### src/rtl/pixel_replicate_upscaler_defines.svh
// assertion macros shared by prus_queue and prus_back
`ifndef PIXEL_REPLICATE_UPSCALER_DEFINES_SVH
`define PIXEL_REPLICATE_UPSCALER_DEFINES_SVH

// same-cycle implication
`define PRUS_ASSERT(label, ante, cons) \
   label: assert property (@(posedge clock) disable iff (reset) (ante) |-> (cons)) \
      else $error("assertion failed");

// next-cycle implication
`define PRUS_ASSERT_NEXT(label, ante, cons) \
   label: assert property (@(posedge clock) disable iff (reset) (ante) |=> (cons)) \
      else $error("assertion failed");

`endif

### src/rtl/prus_pkg.sv
package prus_pkg;

   localparam int PIXEL_W      = 24;
   localparam int SCALE_REG_W  = 5;
   localparam int WIDTH_REG_W  = 12;
   localparam int HEIGHT_REG_W = 13;
   localparam int ROW_W        = 12;
   localparam int MAX_HEIGHT   = 4096;
   localparam int CSR_INDEX_W  = 2;
   localparam int CSR_DATA_W   = HEIGHT_REG_W;
   localparam int USER_W       = 5;

   localparam int QUEUE_DEPTH  = 4;
   localparam int QPTR_W       = $clog2(QUEUE_DEPTH);
   localparam int QCNT_W       = $clog2(QUEUE_DEPTH + 1);

   localparam logic [CSR_INDEX_W-1:0] REG_SCALE     = 2'd0;
   localparam logic [CSR_INDEX_W-1:0] REG_IN_WIDTH  = 2'd1;
   localparam logic [CSR_INDEX_W-1:0] REG_IN_HEIGHT = 2'd2;

   typedef enum logic {
      CMD_PUSH  = 1'b0,
      CMD_DRAIN = 1'b1
   } prus_cmd_type;

   typedef struct packed {
      logic                   we;
      logic [CSR_INDEX_W-1:0] index;
      logic [CSR_DATA_W-1:0]  wdata;
   } prus_csr_type;

   typedef struct packed {
      logic [PIXEL_W-1:0] pixel;
      logic               row_end;
      logic [1:0]         pad_bytes;
      logic               frame_end;
      logic               error;
   } prus_job_type;

   typedef struct packed {
      logic       error;
      logic       frame_end;
      logic [1:0] pad_bytes;
      logic       row_end;
   } prus_user_type;

endpackage

### src/rtl/prus_back.sv
`include "pixel_replicate_upscaler_defines.svh"

module prus_back import prus_pkg::*; #(
   parameter int MAX_SCALE = 16
) (
   input  logic                           clock,
   input  logic                           reset,
   input  logic [$clog2(MAX_SCALE+1)-1:0] eff_scale,
   input  logic                           q_valid,
   input  prus_job_type                   q_data,
   output logic                           q_rd_en,
   output logic                           rsp_tvalid,
   input  logic                           rsp_tready,
   output logic [PIXEL_W-1:0]             rsp_tdata,
   output logic                           rsp_tlast,
   output logic [USER_W-1:0]              rsp_tuser
);

   localparam int SW = $clog2(MAX_SCALE + 1);

   logic          cur_v_ff, cur_v_in;
   prus_job_type  cur_ff, cur_in;
   logic [SW-1:0] rem_ff, rem_in;

   logic          last;
   logic          fire;
   logic          load;
   prus_user_type user;

   assign last = (rem_ff == '0);
   assign fire = rsp_tvalid && rsp_tready;
   assign load = q_valid && (!cur_v_ff || (fire && last));

   always_comb begin
      cur_v_in = cur_v_ff;
      cur_in   = cur_ff;
      rem_in   = rem_ff;
      if (load) begin
         cur_v_in = 1'b1;
         cur_in   = q_data;
         rem_in   = q_data.error ? '0 : SW'(eff_scale - 1'b1);
      end else if (fire) begin
         if (last) begin
            cur_v_in = 1'b0;
         end else begin
            rem_in = SW'(rem_ff - 1'b1);
         end
      end
   end

   always_ff @(posedge clock) begin
      if (reset) begin
         cur_v_ff <= 1'b0;
         rem_ff   <= '0;
      end else begin
         cur_v_ff <= cur_v_in;
         rem_ff   <= rem_in;
      end
   end

   always_ff @(posedge clock) begin
      cur_ff <= cur_in;
   end

   // row and frame flags ride on the last copy only
   always_comb begin
      user.error     = cur_ff.error;
      user.frame_end = cur_ff.frame_end && last;
      user.pad_bytes = last ? cur_ff.pad_bytes : 2'b00;
      user.row_end   = cur_ff.row_end && last;
   end

   assign q_rd_en    = load;
   assign rsp_tvalid = cur_v_ff;
   assign rsp_tdata  = cur_ff.pixel;
   assign rsp_tlast  = last;
   assign rsp_tuser  = user;

   `PRUS_ASSERT_NEXT(a_run_continues, fire && !last, rsp_tvalid)
   `PRUS_ASSERT(a_frame_on_row_end, rsp_tvalid && user.frame_end, user.row_end)
   `PRUS_ASSERT(a_error_single, rsp_tvalid && cur_ff.error, last && !user.row_end)

endmodule

### config.mk
export PLATFORM = sky130hd
export DESIGN_NAME = prus_back
export DESIGN_NICKNAME = d
export VERILOG_FILES = /design/src/rtl/prus_pkg.sv /design/src/rtl/prus_back.sv
export VERILOG_INCLUDE_DIRS = /design/src /design/src/rtl
export SDC_FILE = /design/constraint.sdc
export NUM_CORES = 1
export LEC_CHECK = 0
export CORE_MARGIN = 2
export CORE_UTILIZATION = 50
export CTS_BUF_LIST = sky130_fd_sc_hd__clkbuf_8
export DETAILED_ROUTE_END_ITERATION = 7
export DONT_BUFFER_PORTS = 1
export GPL_TIMING_DRIVEN = 1
export HOLD_SLACK_MARGIN = 0.1
export PLACE_DENSITY_LB_ADDON = 0.12
export SETUP_SLACK_MARGIN = 0.2
export SYNTH_ARGS = -nofsm -noshare
export SYNTH_HDL_FRONTEND = slang
export SYNTH_SLANG_ARGS = --single-unit
### constraint.sdc
create_clock -name clock -period 5.97 [get_ports clock]
set_input_delay 1.194 -clock clock [delete_from_list [all_inputs] [get_ports clock]]
set_output_delay 1.194 -clock clock [all_outputs]
set_load 0.02 [all_outputs]
==> flow_metrics.env <==
export IMPL_outcome="complete, no violations"
export IMPL_dp_hpwl_um=1640
export IMPL_hold_viol=0
export IMPL_grt_pass1_vias=710
export IMPL_clock_fmax_mhz=328
export IMPL_critPathMaxStageDelay_ps=520
export IMPL_place_area_sq_um=1410
export IMPL_synth_seq_cells=35
export IMPL_clock_path_buffers=2
export IMPL_post_place_ws_ps=3100
export IMPL_final_util_pct=50.5
export IMPL_final_max_slew_violation_count=0
export IMPL_num_antenna_cells=0
export IMPL_cts_resized=0
export IMPL_netlist_area_sq_um=1550
export IMPL_period_share_pct=51.0
export IMPL_maxCapViolations=0
export IMPL_rows=20
export IMPL_tightestPinTransition_ps=543
export IMPL_die_area_sq_um=3570
export IMPL_arrival_ps=1850
export IMPL_routed_wl_um=2190
export IMPL_period_minus_slack_ps=3040
export IMPL_p_leak_nw=0.530
export IMPL_start_util_pct=51.7
export IMPL_hold_class="register to register"
export IMPL_die_height_um=59.7
export IMPL_powerDensity_nw_per_um2=385
export IMPL_cts_tree="built"
export IMPL_end_kind="primary output"
export IMPL_routed_via_density=5.81
export IMPL_coreArea_sq_um=3000
export IMPL_slew_limit_headroom_pct=63.7
export IMPL_ctsHoldBuffers=0
export IMPL_path_max_fanout=10
export IMPL_nFillCells=265
export IMPL_crit_family="simple AND/OR/NAND/NOR gates"
export IMPL_critical_path_slowest_cell="or4b_4"
export IMPL_setup_violations=0
export IMPL_setup_tns_ps=0
export IMPL_finClkSkew_ps=6.36
export IMPL_grt_overflow=0
export IMPL_cts_root_buf="clkbuf_8"
export IMPL_wl_per_cell_um=16.2
export IMPL_drive_gt1_share_pct=14.7
export IMPL_grt_max_degree=31
export IMPL_drc_errors=0
export IMPL_first_iter_violations=29
export IMPL_syn_nets=160
export IMPL_cts_sinks=35
export IMPL_syn_area_per_cell_sq_um=12.9
export IMPL_ir_drop_uv=180
export IMPL_drt_antenna_violating_nets=0
export IMPL_nNetsFinal=141
export IMPL_drt_first_pass_iters=4
export IMPL_vias=785
export IMPL_track_usage_pct=12.5
export IMPL_synthCells=120
export IMPL_path_clk_slew_ps=70
export IMPL_clock_latency_ps=270
export IMPL_setup_slack_ps=2930
export IMPL_post_cts_buffers=0
export IMPL_yosys_warnings=0
export IMPL_dieWidth_um=59.7
export IMPL_dpl_cell_count=127
export IMPL_rsz0062_at_grt="no"
export IMPL_ys_seq_area_share_pct=63.8
export IMPL_critPathRequiredTime_ps=4780
export IMPL_ys_types=30
export IMPL_crit_buf_inv=3
export IMPL_start_kind="register"
export IMPL_crit_type="register to primary output"
export IMPL_cpMostUsedCell="inv_1"
export IMPL_fin_cells=135
export IMPL_io_buffers=0
export IMPL_pin_count=70
export IMPL_regToRegSetupSlack_ps=3620
export IMPL_gp_congestion=0.774
export IMPL_h_tree_depth=2
export IMPL_worstPathCellList="inv_1 > ha_1 > or4b_4 > clkinv_4 > a31oi_4 > inv_1"
export IMPL_fin_area_sq_um=1520
export IMPL_antenna_found_initial=0
export IMPL_area_delta_synth_final_pct=-2.26
export IMPL_grt_pass1_wl_um=3150
export IMPL_cts_buffers=5
==> final cells by class <==
cell class / instances / area [sq um] / share of cell area, %
clock buffers: 5 / 68.8 / 4.53
clock inverters: 3 / 43.8 / 2.89
inverters: 6 / 27.5 / 1.81
multi-input cells: 52 / 338 / 22.3
flip-flops and latches: 35 / 991 / 65.3
well taps: 33 / 41.3 / 2.72
repair buffers: 1 / 7.51 / 0.495
==> cell usage in the layout, fill, tap and decap left out, drive strengths merged, types with 3 or more instances in the layout <==
cell / instances
dfxtp: 6
inv: 5
edfxtp: 29
xnor2: 4
nand3: 3
o21ai: 4
a21oi: 5
nor2: 8
clkbuf: 5
and2: 4
nor3: 3
nand2: 4
clkinv: 3
==> registers in the layout, summed over array words and instances (netlist names) <==
name,flops
rsp_tdata,24
rem_ff,5
cur_ff,4
rsp_tuser,1
rsp_tvalid,1
==> synthesized netlist by cell type (all sizes together) <==
library cell  count  area share (%)
a2111oi           1            0.56
a21oi             5             1.6
a221oi            1            0.56
a31oi             2             1.8
and2              4             1.9
buf              26              12
clkbuf            1            0.24
clkinv            1            0.56
dfxtp             6             7.7
edfxtp           29              56
ha                2             1.6
inv               5             1.2
nand2             4            0.97
nand2b            2            0.81
nand3             3            0.97
nand4             1            0.40
nor2              8             1.9
nor2b             1            0.40
nor3              3            0.97
nor3b             1            0.48
nor4              1            0.40
o211a             1            0.64
o21ai             4             1.3
o2bb2ai           1            0.56
or3               2            0.81
or4b              1            0.89
xnor2             4             2.3
==> layer usage <==
layer	up-vias	part of all wire [%]	GRT usage, %
met2	55	49	19.1
met5	-	0	0
met3	4	7.7	6.49
met4	0	1.5	5.71
met1	367	41	14.4
li1	359	-	-
==> cell families (layout without fill, tap and decap cells) <==
family,after synthesis,count (layout),synth area share [%]
AOI/OAI and AO/OA,15,15,7.01
DFF,35,35,63.8
buffers and inverters,33,15,14.4
adders and majority gates,2,2,1.61
xor gates and xnor gates,4,4,2.26
and+or+nand+nor,31,31,10.9
==> report_power, final <==
group,switching (W),internal (W),total (W)
Clock,0.0000778,0.000124,0.000202
Sequential,0.0000290,0.000292,0.000321
Combinational,0.0000406,0.0000210,0.0000616
==> through the flow <==
| step | hold WS (ps) | power [W] |
|---|---|---|
| after floorplan | 438 | 0.000396 |
| after global placement | 459 | 0.000388 |
| after detailed placement | 464 | 0.000389 |
| after CTS | 473 | 0.000593 |
| after global routing | 520 | 0.000610 |
| final | 471 | 0.000585 |
==> path summary, 6_finish.rpt <==
| check | endpoint | from | cells past startpoint |
|---|---|---|---|
| max | q_rd_en | rem_ff[0] | 6 |
| min | rem_ff[4] | rem_ff[4] | 2 |
| max reg2reg | rem_ff[3] | rem_ff[0] | 9 |
| min reg2reg | rem_ff[4] | rem_ff[4] | 2 |
==> worst register-to-register path: cells and delay by family, from the launching register on <==
kind / cells / cell delay [ps]
buffers and inverters: 4 / 780
flip-flops: 1 / 330
adder cells (fa/ha/maj): 1 / 200
AO/OA/AOI/OAI: 3 / 400
AND/OR/NAND/NOR: 1 / 530
No activity file was read; power rests on OpenSTA's default activity.
