`src/rtl/pixel_replicate_upscaler_defines.svh`:
```
// assertion macros shared by prus_queue and prus_back
`ifndef PIXEL_REPLICATE_UPSCALER_DEFINES_SVH
`define PIXEL_REPLICATE_UPSCALER_DEFINES_SVH

// same-cycle implication
`define PRUS_ASSERT(label, ante, cons) \
   label: assert property (@(posedge clock) disable iff (reset) (ante) |-> (cons)) \
      else $error("assertion failed");

// next-cycle implication
`define PRUS_ASSERT_NEXT(label, ante, cons) \
   label: assert property (@(posedge clock) disable iff (reset) (ante) |=> (cons)) \
      else $error("assertion failed");

`endif

```
`src/rtl/prus_pkg.sv`:
```
package prus_pkg;

   localparam int PIXEL_W      = 24;
   localparam int SCALE_REG_W  = 5;
   localparam int WIDTH_REG_W  = 12;
   localparam int HEIGHT_REG_W = 13;
   localparam int ROW_W        = 12;
   localparam int MAX_HEIGHT   = 4096;
   localparam int CSR_INDEX_W  = 2;
   localparam int CSR_DATA_W   = HEIGHT_REG_W;
   localparam int USER_W       = 5;

   localparam int QUEUE_DEPTH  = 4;
   localparam int QPTR_W       = $clog2(QUEUE_DEPTH);
   localparam int QCNT_W       = $clog2(QUEUE_DEPTH + 1);

   localparam logic [CSR_INDEX_W-1:0] REG_SCALE     = 2'd0;
   localparam logic [CSR_INDEX_W-1:0] REG_IN_WIDTH  = 2'd1;
   localparam logic [CSR_INDEX_W-1:0] REG_IN_HEIGHT = 2'd2;

   typedef enum logic {
      CMD_PUSH  = 1'b0,
      CMD_DRAIN = 1'b1
   } prus_cmd_type;

   typedef struct packed {
      logic                   we;
      logic [CSR_INDEX_W-1:0] index;
      logic [CSR_DATA_W-1:0]  wdata;
   } prus_csr_type;

   typedef struct packed {
      logic [PIXEL_W-1:0] pixel;
      logic               row_end;
      logic [1:0]         pad_bytes;
      logic               frame_end;
      logic               error;
   } prus_job_type;

   typedef struct packed {
      logic       error;
      logic       frame_end;
      logic [1:0] pad_bytes;
      logic       row_end;
   } prus_user_type;

endpackage

```
`src/rtl/prus_queue.sv`:
```
`include "pixel_replicate_upscaler_defines.svh"

module prus_queue import prus_pkg::*; (
   input  logic         clock,
   input  logic         reset,
   input  logic         wr_en,
   input  prus_job_type wr_data,
   output logic         full,
   input  logic         rd_en,
   output prus_job_type rd_data,
   output logic         not_empty
);

   prus_job_type      mem_ff [QUEUE_DEPTH];
   logic [QPTR_W-1:0] wr_ptr_ff, wr_ptr_in;
   logic [QPTR_W-1:0] rd_ptr_ff, rd_ptr_in;
   logic [QCNT_W-1:0] count_ff, count_in;

   always_comb begin
      wr_ptr_in = wr_en ? QPTR_W'(wr_ptr_ff + 1'b1) : wr_ptr_ff;
      rd_ptr_in = rd_en ? QPTR_W'(rd_ptr_ff + 1'b1) : rd_ptr_ff;
      count_in  = count_ff;
      if (wr_en && !rd_en) begin
         count_in = QCNT_W'(count_ff + 1'b1);
      end else if (!wr_en && rd_en) begin
         count_in = QCNT_W'(count_ff - 1'b1);
      end
   end

   always_ff @(posedge clock) begin
      if (reset) begin
         wr_ptr_ff <= '0;
         rd_ptr_ff <= '0;
         count_ff  <= '0;
      end else begin
         wr_ptr_ff <= wr_ptr_in;
         rd_ptr_ff <= rd_ptr_in;
         count_ff  <= count_in;
      end
   end

   always_ff @(posedge clock) begin
      if (wr_en) begin
         mem_ff[wr_ptr_ff] <= wr_data;
      end
   end

   assign full      = (count_ff == QCNT_W'(QUEUE_DEPTH));
   assign not_empty = (count_ff != '0);
   assign rd_data   = mem_ff[rd_ptr_ff];

   `PRUS_ASSERT(a_no_overflow, full, !wr_en)
   `PRUS_ASSERT(a_no_underflow, !not_empty, !rd_en)

endmodule

```
`config.mk`:
```
export PLATFORM = sky130hd
export DESIGN_NAME = prus_queue
export DESIGN_NICKNAME = d
export VERILOG_FILES = /design/src/rtl/prus_pkg.sv /design/src/rtl/prus_queue.sv
export VERILOG_INCLUDE_DIRS = /design/src /design/src/rtl
export SDC_FILE = /design/constraint.sdc
export NUM_CORES = 1
export LEC_CHECK = 0
export ABC_AREA = 1
export BUFFER_PORTS_ARGS = -buffer_cell sky130_fd_sc_hd__buf_4
export CORE_MARGIN = 2
export CORE_UTILIZATION = 62
export DETAILED_ROUTE_END_ITERATION = 7
export GPL_TIMING_DRIVEN = 0
export PLACE_DENSITY = 0.83
export SLEW_MARGIN = 10
export SYNTH_ARGS = -nofsm -noshare
export SYNTH_HDL_FRONTEND = slang
export SYNTH_SLANG_ARGS = --single-unit
```
`constraint.sdc`:
```
create_clock -name clock -period 4.2 [get_ports clock]
set_input_delay 0.21 -clock clock [delete_from_list [all_inputs] [get_ports clock]]
set_output_delay 0.21 -clock clock [all_outputs]
set_load 0.05 [all_outputs]
```
==> flow_metrics.py, run 1 <==
metrics = {
    "run_status": {
        "outcome": "finished, final reports clean",
    },
    "layout": {
        "fill_cells": 362,
        "drive_gt1_share_pct": 35.3,
        "antenna_cells": 0,
        "final_util_pct": 84.1,
        "final_cell_mix": "116 x edfxtp_1, 64 x buf_4, 57 x o21ai_0, 36 x nor2_1, 32 x dlygate4sd3_1",
        "nets": 493,
        "syn2layout_area_growth_pct": 29.8,
        "final_common_cell": "edfxtp_1",
    },
    "floorplanning": {
        "core-area_um2": 7810,
        "num_rows": 32,
        "ios": 64,
        "start_util_pct": 64.8,
        "die_area_um2": 8900,
        "die_y_um": 94.3,
        "die_w_um": 94.3,
    },
    "sta": {
        "clock_skew_ns": 0.00536,
        "timing.final.hold_violations": 0,
        "holdWs_ns": 0.386,
        "fmax_mhz": 437,
        "tightest_slew_ns": 1.21,
        "fin_crit_sh_pct": 54.5,
        "setup_violations": 0,
        "finalMaxSlewViolations": 0,
        "rsz0062_at_grt": "no",
        "relSlewSlack_pct": 19.0,
        "fin_crit_ns": 2.29,
        "final.setup.tns_ns": 0,
    },
    "setup_path": {
        "worstSetupPathType": "flip-flop to flip-flop",
        "crit_chain": "inv_1 -> ha_1 -> nand2_1 -> clkinv_1",
        "slowest_delay_ns": 0.91,
        "crit_path_max_fanout": 29,
        "critPathArrivalTime_ns": 2.19,
        "critPathBufInv": 2,
        "cpMaxStageDelayCell": "clkinv_1",
        "regToRegSetupSlack_ns": 1.91,
        "worstSetupStartpointType": "flip-flop",
        "crit_required_ns": 4.10,
        "crit_start": "wr_ptr_ff[0]$_SDFFE_PP0P_",
        "path_delay_family": "buffers and inverters",
        "r2r-start": "wr_ptr_ff[0]$_SDFFE_PP0P_",
        "cp-end-kind": "flip-flop",
    },
    "grt": {
        "gr-total-overflow": 0,
        "use_met1_pct": 35.1,
        "grt_usage_pct": 28.6,
        "grt_use_met3_pct": 7.46,
        "grtUsageMet2_pct": 48.2,
        "grt_pass1_wl_mm": 17.9,
        "grt_pass1_vias": 3413,
        "antenna_found_initial": 0,
        "grt_most_used_layer": "met2",
        "grt_max_degree": 30,
    },
    "placement": {
        "gp_congestion": 0.704,
        "hpwlAfterDp_mm": 5.90,
        "io_buffers": 63,
    },
    "clock_tree": {
        "cts-root-buf": "clkbuf_8",
        "ctsLongestPathBuffers": 2,
        "ctsHoldBuffers": 32,
        "cts_made_buffers": 17,
        "clkTransAtPathRegs_ns": 0.06,
        "clock_latency_ns": 0.53,
        "cts_resized": 0,
        "cts_tree": "yes",
        "postCtsSetupBuffers": 0,
        "h-tree-depth": 4,
        "clock-sinks": 125,
    },
    "route": {
        "dr_total_vias": 3296,
        "firstDrtPassIters": 6,
        "drt-total-wl_mm": 11.8,
        "vias_per_cell": 5.79,
        "initialDrtViolationCount": 344,
        "route.detailed.drc": 0,
        "wl_per_cell_um": 20.7,
        "antenna_left": 0,
    },
    "power_and_ir_drop": {
        "p_total_w": 0.00341,
        "power_density_nw_per_um2": 520,
        "peakVddDrop_mv": 0.392,
        "leakage_nw": 2.39,
    },
    "logic_synthesis": {
        "yosysWarnings": 0,
        "synth.cell_area_um2": 5060,
        "avgSynthCellArea_um2": 14.9,
        "synth_cell_type_count": 24,
        "syn_inst": 340,
        "syn_nets": 379,
        "synth-seq-area-share_pct": 72.4,
        "ys_seq_elements": 125,
    },
    "worst_hold_path": {
        "hp-start": "reset",
        "hold_class": "input pin to flip-flop",
    },
    "flow_run": {
        "drv_cap": 0,
    },
}
==> worst register-to-register path, delay by kind of cell (launching register included) <==
kind                       cells  cell delay (ns)
adders and majority gates      1             0.20
and+or+nand+nor                1             0.06
buffers and inverters          2             1.02
DFF                            1             0.36
==> cell usage after synthesis, drive strengths merged <==
master,count,share of area (%)
o21ai,63,6.2
xor2,1,0.17
inv,17,1.3
nand4,1,0.12
fa,1,0.40
buf,16,2.5
nor3,1,0.099
nand2,10,0.74
a21oi,3,0.30
nor2,65,8.2
clkbuf,2,0.15
ha,5,1.2
nand3,1,0.099
o22ai,29,6.1
edfxtp,116,69
dfxtp,9,3.6
==> worst paths after layout <==
path,endpoint,cells past startpoint
worst max-delay path,mem_ff[0][7]$_DFFE_PP_,4
worst min-delay path,count_ff[0]$_SDFFE_PP0P_,3
worst max register to register,mem_ff[0][7]$_DFFE_PP_,4
worst min register to register,rd_ptr_ff[1]$_SDFFE_PP0P_,1
==> cell families after synthesis <==
| logic type | after synthesis | share of synthesized area [%] |
|---|---|---|
| AO/OA/AOI/OAI | 95 | 12.6 |
| XOR/XNOR | 1 | 0.173 |
| adder cells (fa/ha/maj) | 6 | 1.63 |
| buffers and inverters | 35 | 3.88 |
| flip-flops | 125 | 72.4 |
| AND/OR/NAND/NOR | 78 | 9.30 |
==> per-layer routing <==
metal | routed length [µm] | share of wire [%] | vias up
li1 | - | - | 1482
met1 | 4480 | 38 | 1615
met2 | 6180 | 53 | 176
met3 | 846 | 7.2 | 23
met4 | 246 | 2.1 | 0
met5 | 0 | 0 | -
==> stage by stage <==
step / area, µm² / instances / worst slack, ns
floorplan: 5060 / 340 / 2.52
global placement: 5660 / 505 / 2.22
detailed placement: 5660 / 505 / 2.19
CTS: 6570 / 569 / 2.01
global route: 6570 / 569 / 1.75
finish: 6570 / 569 / 1.91
==> state kept, by name (all words and copies together) (netlist names), named ones only <==
signal	count
count_ff	3
mem_ff	116
rd_ptr_ff	2
wr_ptr_ff	2
==> report_power, final <==
part / total, W / switching (W) / leakage [nW] / internal, W
Combinational: 0.000504 / 0.000341 / 0.975 / 0.000163
Clock: 0.00147 / 0.000562 / 0.275 / 0.000904
Sequential: 0.00144 / 0.0000223 / 1.14 / 0.00142
Total: 0.00341 / 0.000925 / 2.39 / 0.00249
==> area by class of cell <==
type | count | area, µm² | area share (%)
Timing Repair Buffer | 95 | 793 | 12.1
Inverter | 17 | 63.8 | 0.972
Sequential cell | 125 | 3660 | 55.8
Clock inverter | 14 | 169 | 2.57
Buffer | 18 | 133 | 2.02
Tap cell | 102 | 128 | 1.94
Clock buffer | 18 | 418 | 6.36
Multi-Input combinational cell | 180 | 1200 | 18.3
Note: power is estimated with default switching activity, not from simulation.
==> run 2: changes to the inputs <==
--- a/config.mk
+++ b/config.mk
@@ -9,10 +9,10 @@
 export ABC_AREA = 1
 export BUFFER_PORTS_ARGS = -buffer_cell sky130_fd_sc_hd__buf_4
 export CORE_MARGIN = 2
-export CORE_UTILIZATION = 62
+export CORE_UTILIZATION = 52
 export DETAILED_ROUTE_END_ITERATION = 7
 export GPL_TIMING_DRIVEN = 0
-export PLACE_DENSITY = 0.83
+export PLACE_DENSITY = 0.74
 export SLEW_MARGIN = 10
 export SYNTH_ARGS = -nofsm -noshare
 export SYNTH_HDL_FRONTEND = slang
==> constraint.sdc (replaced) <==
create_clock -name clock -period 2.04 [get_ports clock]
set_input_delay 0.102 -clock clock [delete_from_list [all_inputs] [get_ports clock]]
set_output_delay 0.102 -clock clock [all_outputs]
set_load 0.05 [all_outputs]
==> flow_metrics.py, run 2 (same netlist as run 1, synthesis figures left out) <==
metrics = {
    "run_status": {
        "outcome": "finished, final reports clean",
    },
    "grt": {
        "gr-total-overflow": 0,
        "grt_max_degree": 30,
        "grt_pass1_wl_mm": 15.4,
        "antenna_found_initial": 0,
        "grt_pass1_vias": 3185,
        "grt_usage_pct": 20.2,
    },
    "floorplanning": {
        "start_util_pct": 54.2,
        "ios": 64,
        "die_w_um": 103,
        "die_y_um": 103,
        "num_rows": 35,
        "core-area_um2": 9330,
        "die_area_um2": 10500,
    },
    "clock_tree": {
        "clkTransAtPathRegs_ns": 0.05,
        "clock-sinks": 125,
        "cts_made_buffers": 17,
        "ctsLongestPathBuffers": 2,
        "cts-root-buf": "clkbuf_8",
        "cts_tree": "yes",
        "h-tree-depth": 4,
        "clock_latency_ns": 0.50,
    },
    "setup_path": {
        "worstSetupPathType": "flip-flop to output pin",
        "critPathArrivalTime_ns": 1.85,
        "reg2reg_to": "mem_ff[0][16]$_DFFE_PP_",
        "crit_required_ns": 1.94,
        "critPathBufInv": 2,
        "worstSetupStartpointType": "flip-flop",
        "regToRegSetupSlack_ns": 0.46,
        "crit_chain": "buf_2 -> o21ai_0 -> o22ai_1 -> buf_4",
        "cp-end-kind": "output pin",
        "slowest_delay_ns": 0.42,
        "cpMaxStageDelayCell": "dfxtp_1",
        "path_delay_family": "buffers and inverters",
        "r2r-start": "wr_ptr_ff[0]$_SDFFE_PP0P_",
        "r2r_cells": 4,
        "crit_path_max_fanout": 10,
    },
    "route": {
        "initialDrtViolationCount": 184,
        "route.detailed.drc": 0,
        "vias_per_cell": 5.18,
        "wl_per_cell_um": 16.3,
        "drt-total-wl_mm": 9.69,
        "firstDrtPassIters": 4,
        "dr_total_vias": 3076,
        "antenna_left": 0,
    },
    "layout": {
        "final_cell_mix": "116 x edfxtp_1, 64 x buf_4, 57 x o21ai_0, 36 x nor2_1, 32 x dlygate4sd3_1",
        "final_common_cell": "edfxtp_1",
        "top_register": "mem_ff",
        "drive_gt1_share_pct": 35.1,
        "antenna_cells": 0,
        "top_regs": "mem_ff x116, count_ff x3",
        "final_cells": 594,
        "nets": 493,
        "largest_reg_flops": 116,
        "syn2layout_area_growth_pct": 29.5,
    },
    "power_and_ir_drop": {
        "power.share.sequential_pct": 44.9,
        "p_total_w": 0.00662,
        "netSwitchingFraction_pct": 25.0,
        "p_clk_share_pct": 39.8,
        "comb_power_share_pct": 15.3,
        "leakage_nw": 2.39,
        "peakVddDrop_mv": 0.586,
        "power_density_nw_per_um2": 1010,
        "switching_power_w": 0.00165,
        "internal_power_w": 0.00497,
    },
    "flow_run": {
        "drv_cap": 0,
    },
    "sta": {
        "fin_crit_sh_pct": 95.5,
        "finalMaxSlewViolations": 0,
        "final.setup.tns_ns": 0,
        "rsz0062_at_grt": "no",
        "tightest_slew_ns": 0.762,
        "relSlewSlack_pct": 49.1,
        "timing.final.hold_violations": 0,
        "fmax_mhz": 513,
        "clock_skew_ns": 0.00557,
        "setup_violations": 0,
        "fin_crit_ns": 1.95,
        "holdWs_ns": 0.318,
    },
    "placement": {
        "hpwlAfterDp_mm": 5.60,
        "place_inst": 532,
        "io_buffers": 63,
        "gp_congestion": 0.720,
    },
    "worst_hold_path": {
        "hold_class": "input pin to flip-flop",
        "holdPathEnd": "count_ff[0]$_SDFFE_PP0P_",
        "whs_path_depth": 3,
        "hp-start": "reset",
    },
}
[run 2: cell types whose count changed in the layout (fill, tap and decap cells not counted), sizes merged]
cell      change
bufinv        -1
clkinvlp      -3
buf           -4
clkbuf        +6
[run 2: layout make-up]
class	count	area (µm²)
clock buffers	20	425
inverters	17	63.8
flip-flops and latches	125	3660
clock inverters	10	100
repair buffers	95	793
plain buffers	18	144
fillers	633	2780
multi-input cells	180	1200
well taps	129	161
[run 2: power by group through the flow]
stage / Sequential, W / Clock [W] / Combinational [W]
2_1_floorplan: 0.00301 / 0 / 0.000656
3_3_place_gp: 0.00302 / 0 / 0.000952
3_5_place_dp: 0.00302 / 0 / 0.000967
4_1_cts: 0.00297 / 0.00266 / 0.00102
5_1_grt: 0.00298 / 0.00279 / 0.00109
6_report: 0.00297 / 0.00263 / 0.00102
[run 2: through the flow]
step / area (µm²) / setup WS [ns] / util, %
6_report: 6550 / 0.0925 / 70.2
5_1_grt: 6550 / 0.000109 / 70.2
4_1_cts: 6540 / 0.0207 / 70.1
3_5_place_dp: 5690 / 0.0656 / 61.0
3_3_place_gp: 5690 / 0.00828 / 61.0
2_1_floorplan: 5060 / 0.471 / -
[run 2: worst max path at each step]
stage                               from                     end  slack, ns  cells after the start
6_report                       flip-flop             rd_data[18]       0.09                      4
4_1_cts                        flip-flop             rd_data[16]       0.02                      4
3_5_place_dp   wr_ptr_ff[0]$_SDFFE_PP0P_  mem_ff[2][5]$_DFFE_PP_       0.07                      4
2_1_floorplan                  flip-flop             rd_data[15]       0.47                      4
3_3_place_gp   wr_ptr_ff[0]$_SDFFE_PP0P_  mem_ff[0][5]$_DFFE_PP_      0.008                      4
5_1_grt                        flip-flop             rd_data[13]     0.0001                      6
[run 2: repair_timing]
action | CTS | global route
endpoints found under the setup margin | 0 | 12
buffers inserted | 0 | 0
hold buffers | 32 | 0
endpoints found under the hold margin | 125 | 0
resized for setup | 0 | 6
[run 2: worst min-delay path, cell delays in order]
cell	delay (ns)
dlygate4sd3_1	0.53
buf_4	0.11
nor2_1	0.04
[run 2: metal layers]
metal,vias up,GRT usage [%],routed length [µm],part of all wire [%]
met2,92,33.1,5020,52
li1,1478,-,-,-
met5,-,0,0,0
met1,1490,25.4,4090,42
met4,0,8.72,139,1.4
met3,16,5.69,433,4.5
